`config.mk`:
```
export PLATFORM = sky130hd
export DESIGN_NAME = rau_queue
export DESIGN_NICKNAME = d
export VERILOG_FILES = /design/src/rau_pkg.sv /design/src/rau_queue.sv
export SDC_FILE = /design/constraint.sdc
export NUM_CORES = 1
export LEC_CHECK = 0
export ABC_AREA = 1
export ABC_CLOCK_PERIOD_IN_PS = 10000
export BUFFER_PORTS_ARGS = -buffer_cell sky130_fd_sc_hd__clkbuf_2
export CORE_UTILIZATION = 40
export DETAILED_ROUTE_END_ITERATION = 7
export PLACE_DENSITY_LB_ADDON = 0.25
export SETUP_SLACK_MARGIN = 0.4
export SLEW_MARGIN = 20
export SYNTH_ARGS = -nofsm -noshare
export SYNTH_HDL_FRONTEND = slang
export SYNTH_SLANG_ARGS = --single-unit
```
`constraint.sdc`:
```
create_clock -name clk -period 10 [get_ports clk]
set_input_delay 1 -clock clk [delete_from_list [all_inputs] [get_ports clk]]
set_output_delay 1 -clock clk [all_outputs]
set_load 0.01 [all_outputs]
```
`src/rau_pkg.sv`:
```
// Shared types and constants for the rational arithmetic unit.
package rau_pkg;
  localparam int OPERAND_WIDTH = 32;
  localparam int WW = 64;
  localparam int QDEPTH = 2;

  localparam logic [1:0] CMD_ADD = 2'd0;
  localparam logic [1:0] CMD_SUB = 2'd1;
  localparam logic [1:0] CMD_MUL = 2'd2;
  localparam logic [1:0] CMD_DIV = 2'd3;

  // Classified job handed from front to back
  typedef struct packed {
    logic          zero_zero;
    logic          den_zero;
    logic          num_zero;
    logic          neg;
    logic [WW-1:0] un;
    logic [WW-1:0] ud;
  } job_t;
endpackage

```
`src/rau_queue.sv`:
```
// Short FIFO of classified jobs between front and back.
module rau_queue (
  input  logic           clk,
  input  logic           rst_n,
  input  logic           wr_valid,
  output logic           wr_ready,
  input  rau_pkg::job_t  wr_data,
  output logic           rd_valid,
  input  logic           rd_ready,
  output rau_pkg::job_t  rd_data
);
  import rau_pkg::*;

  job_t       mem_r [QDEPTH];
  logic       wp_r, rp_r;
  logic [1:0] cnt_r;
  logic       wr, rd;

  assign wr_ready = (cnt_r != 2'(QDEPTH));
  assign rd_valid = (cnt_r != 2'd0);
  assign wr = wr_valid && wr_ready;
  assign rd = rd_valid && rd_ready;
  assign rd_data = mem_r[rp_r];

  always_ff @(posedge clk) begin
    if (wr) mem_r[wp_r] <= wr_data;
  end

  // Advance pointers and fill count
  always_ff @(posedge clk) begin
    if (!rst_n) begin
      wp_r <= 1'b0; rp_r <= 1'b0; cnt_r <= 2'd0;
    end else begin
      if (wr) wp_r <= ~wp_r;
      if (rd) rp_r <= ~rp_r;
      cnt_r <= cnt_r + 2'(wr) - 2'(rd);
    end
  end
endmodule

```
==> results.md <==
- Status: finished, final reports clean
- WL/cell: 17.3 um
- CTS clock-pin slew for the worst setup and hold paths: 60 ps
- Hold Vio Cnt, Final: 0
- R2R Setup Slk: 7250 ps
- Met3 usage: 4.29%
- CTS root buf: clkbuf_16
- Setup TNS: 0 ps
- Final non-filler cell total: 1,080
- Critical path required time: 9000 ps
- DRT Pass-1 Iters: 4
- Dpl hpwl: 12,600 um
- Area share of the largest cell type after synthesis: 78.5%
- # rows: 57
- Tcrit/Tclk final: 37.4%
- Max Cap Violations: 0
- Synth unique cells: 13
- Post-Syn Area: 10,100 um2
- Routed wire length: 18,700 um
- DR vias/cell: 4.63
- Final setup margin: 6260 ps
- DR iter-0 viols: 252
- Max VDD drop: 0.190 mV
- Reg2reg path depth: 6
- Clock sink count: 269
- Setup crit end kind: output port
- Syn Inst Count: 447
- Setup Viol. Count Final: 0
- Top FF cell, synth: edfxtp_1
- Met2 Track Usage GR: 23.4%
- Synth Register Bits: 269
- Pin count of the biggest net entering global routing: 78
- WP depth: 3
- Worst path cell trace: buf_4, mux2_2, clkbuf_2
- GR Overflow Total: 0
- Die X: 161 um
- Area Growth Syn to Fin: 24.9%
- Slowest cell on crit path: dfxtp_4
- Clock skew: 7.93 ps
- Die height: 161 um
- Pwr dens: 251 nW/um2
- Post-synth ARST share: 0%
- CTS Buf Count: 28
- Placed insts: 1,030
- Slew Viols, Final: 0
- DRC viols: 0
- Min Clock Period, post-route: 3740 ps
- RSZ-0062 raised after global routing: false
- IO buf count: 269
- Buf+Inv Stages, Crit Path: 2
- Die area: 25,900 um2
- Initial antenna violation count: 1
- Area occupied by multi-input gates: 1910 um2
- Fmax: 268 MHz
- Hold Path Stages: 2
- Post-synth top area cell: edfxtp_1
- Sequential share of the synthesized area: 79.5%
- Worst skew pair latency: 520 ps
- Fillcell total: 2,037
- Leading cell types by count after synthesis: edfxtp_1, mux2_4, mux2_2
- Number of hold buffers added after cts: 0
- First-pass GRT wire length: 28,300 um
- Placer Congestion: 0.804
- Most common cell in the synthesized netlist: edfxtp_1
- Setup crit start kind: flop
- CTS tree: yes
- Post-CTS sizing: 0
- Total GRT Usage: 14.1%
- Leakage: 4.92 nW
- Initial Util: 41.2%
- Setup WS pre-CTS: 6630 ps
- Critical-path maximum fanout: 56
- Hold Path Class: flop to flop
- Met1 Use GR: 17.3%
- # IOs: 270
- Core area: 24,500 um2
- Synthesized Nets: 585
- Setup bufs post-CTS: 0
- Busiest layer in global routing: met2
- Synth warn: 0
- Actual slew at the worst max-slew pin: 1050 ps
- Htree depth: 1
- Top post-synthesis cells by area: edfxtp_1, mux2_4, mux2_2, buf_6, dfxtp_1
- Slowest Stage Delay on Critical Path: 780 ps
- Avg Cell Area, Syn: 22.6 um2
- Number of enable flip-flop cells after synthesis: 264
- Kind of critical path: flop to output port
- Routed vias: 5,001
- Post-route cell area: 12,600 um2
- Crit path DAT: 2740 ps
- Headroom to the max-slew limit: 29.9%
- Routed Antenna Nets: 0
- DP Area: 11,800 um2
- Maximum clock path buffer count: 3
- NumNets Final: 874
- Crit path max-delay family: buffers and inverters
- Layout cells sized above 1: 59.2%
- Sequential Area: 8030 um2
- Vias in the first global route: 5,362
worst min-delay path: cells and delay by family, from the launching register on:
family | cells | cell delay, ps
flops | 1 | 340
simple gates | 2 | 150
kinds of logic after synthesis:
kind of cell | count (synthesis) | share of synthesized area [%]
AO/OA/AOI/OAI | 2 | 0.0991
adder cells (fa/ha/maj) | 2 | 0.248
buffers and inverters | 22 | 1.66
flip-flops | 269 | 79.5
multiplexers | 132 | 17.7
AND/OR/NAND/NOR | 20 | 0.781
state kept, by name, summed over array words and instances (netlist names), named ones only:
signal / cells
mem_r: 264
cnt_r: 2
rp_r: 1
wp_r: 1
placed cells by master (no fill, tap or decap):
master / instances
nand2_1: 9
clkbuf_2: 269
bufinv_16: 1
clkinv_1: 7
dfxtp_4: 1
nor2_4: 1
clkinv_2: 4
ha_1: 2
edfxtp_1: 264
mux2_4: 80
dfxtp_1: 4
inv_6: 1
buf_4: 5
clkinvlp_4: 2
nand3_1: 3
mux2_2: 52
inv_1: 6
clkbuf_1: 4
clkinv_4: 2
diode_2: 1
a21oi_1: 2
clkbuf_16: 29
nor2_1: 7
area by class of cell:
type | count | area share (%)
clock buffer | 33 | 5.87
timing repair buffer | 274 | 11.0
antenna | 1 | 0.0198
sequential | 269 | 63.7
tap | 324 | 3.21
clock inverter | 16 | 0.863
inverter | 7 | 0.248
multi-input combinational | 156 | 15.1
report_power, final:
part	switching, W	internal (W)	leakage [nW]
Combinational	0.000376	0.000357	2.00
Clock	0.000393	0.000551	0.411
Sequential	0.0000600	0.00143	2.51
Total	0.000828	0.00234	4.92
layer usage:
| metal | wire [um] | share of wire, % |
|---|---|---|
| met5 | 0 | 0 |
| met4 | 489 | 2.6 |
| met3 | 1600 | 8.6 |
| met2 | 8920 | 48 |
| met1 | 7660 | 41 |
metrics by stage:
| stage | hold slack, ps | util, % | power [W] |
|---|---|---|---|
| after floorplan | 467 | - | 0.00202 |
| final | 526 | 51.4 | 0.00317 |
| after detailed placement | 513 | 47.9 | 0.00226 |
| after global routing | 586 | 51.4 | 0.00331 |
| after CTS | 529 | 51.4 | 0.00322 |
| after global placement | 487 | 47.9 | 0.00224 |
path summary, 6_finish.rpt:
kind	startpoint	endpoint
min	rp_r$_SDFFE_PN0P_	rp_r$_SDFFE_PN0P_
min reg2reg	rp_r$_SDFFE_PN0P_	rp_r$_SDFFE_PN0P_
max	flop	rd_data[31]
max reg2reg	cnt_r[0]$_SDFF_PN0_	mem_r[0][22]$_DFFE_PP_
Note: power is estimated with default switching activity, not from simulation.
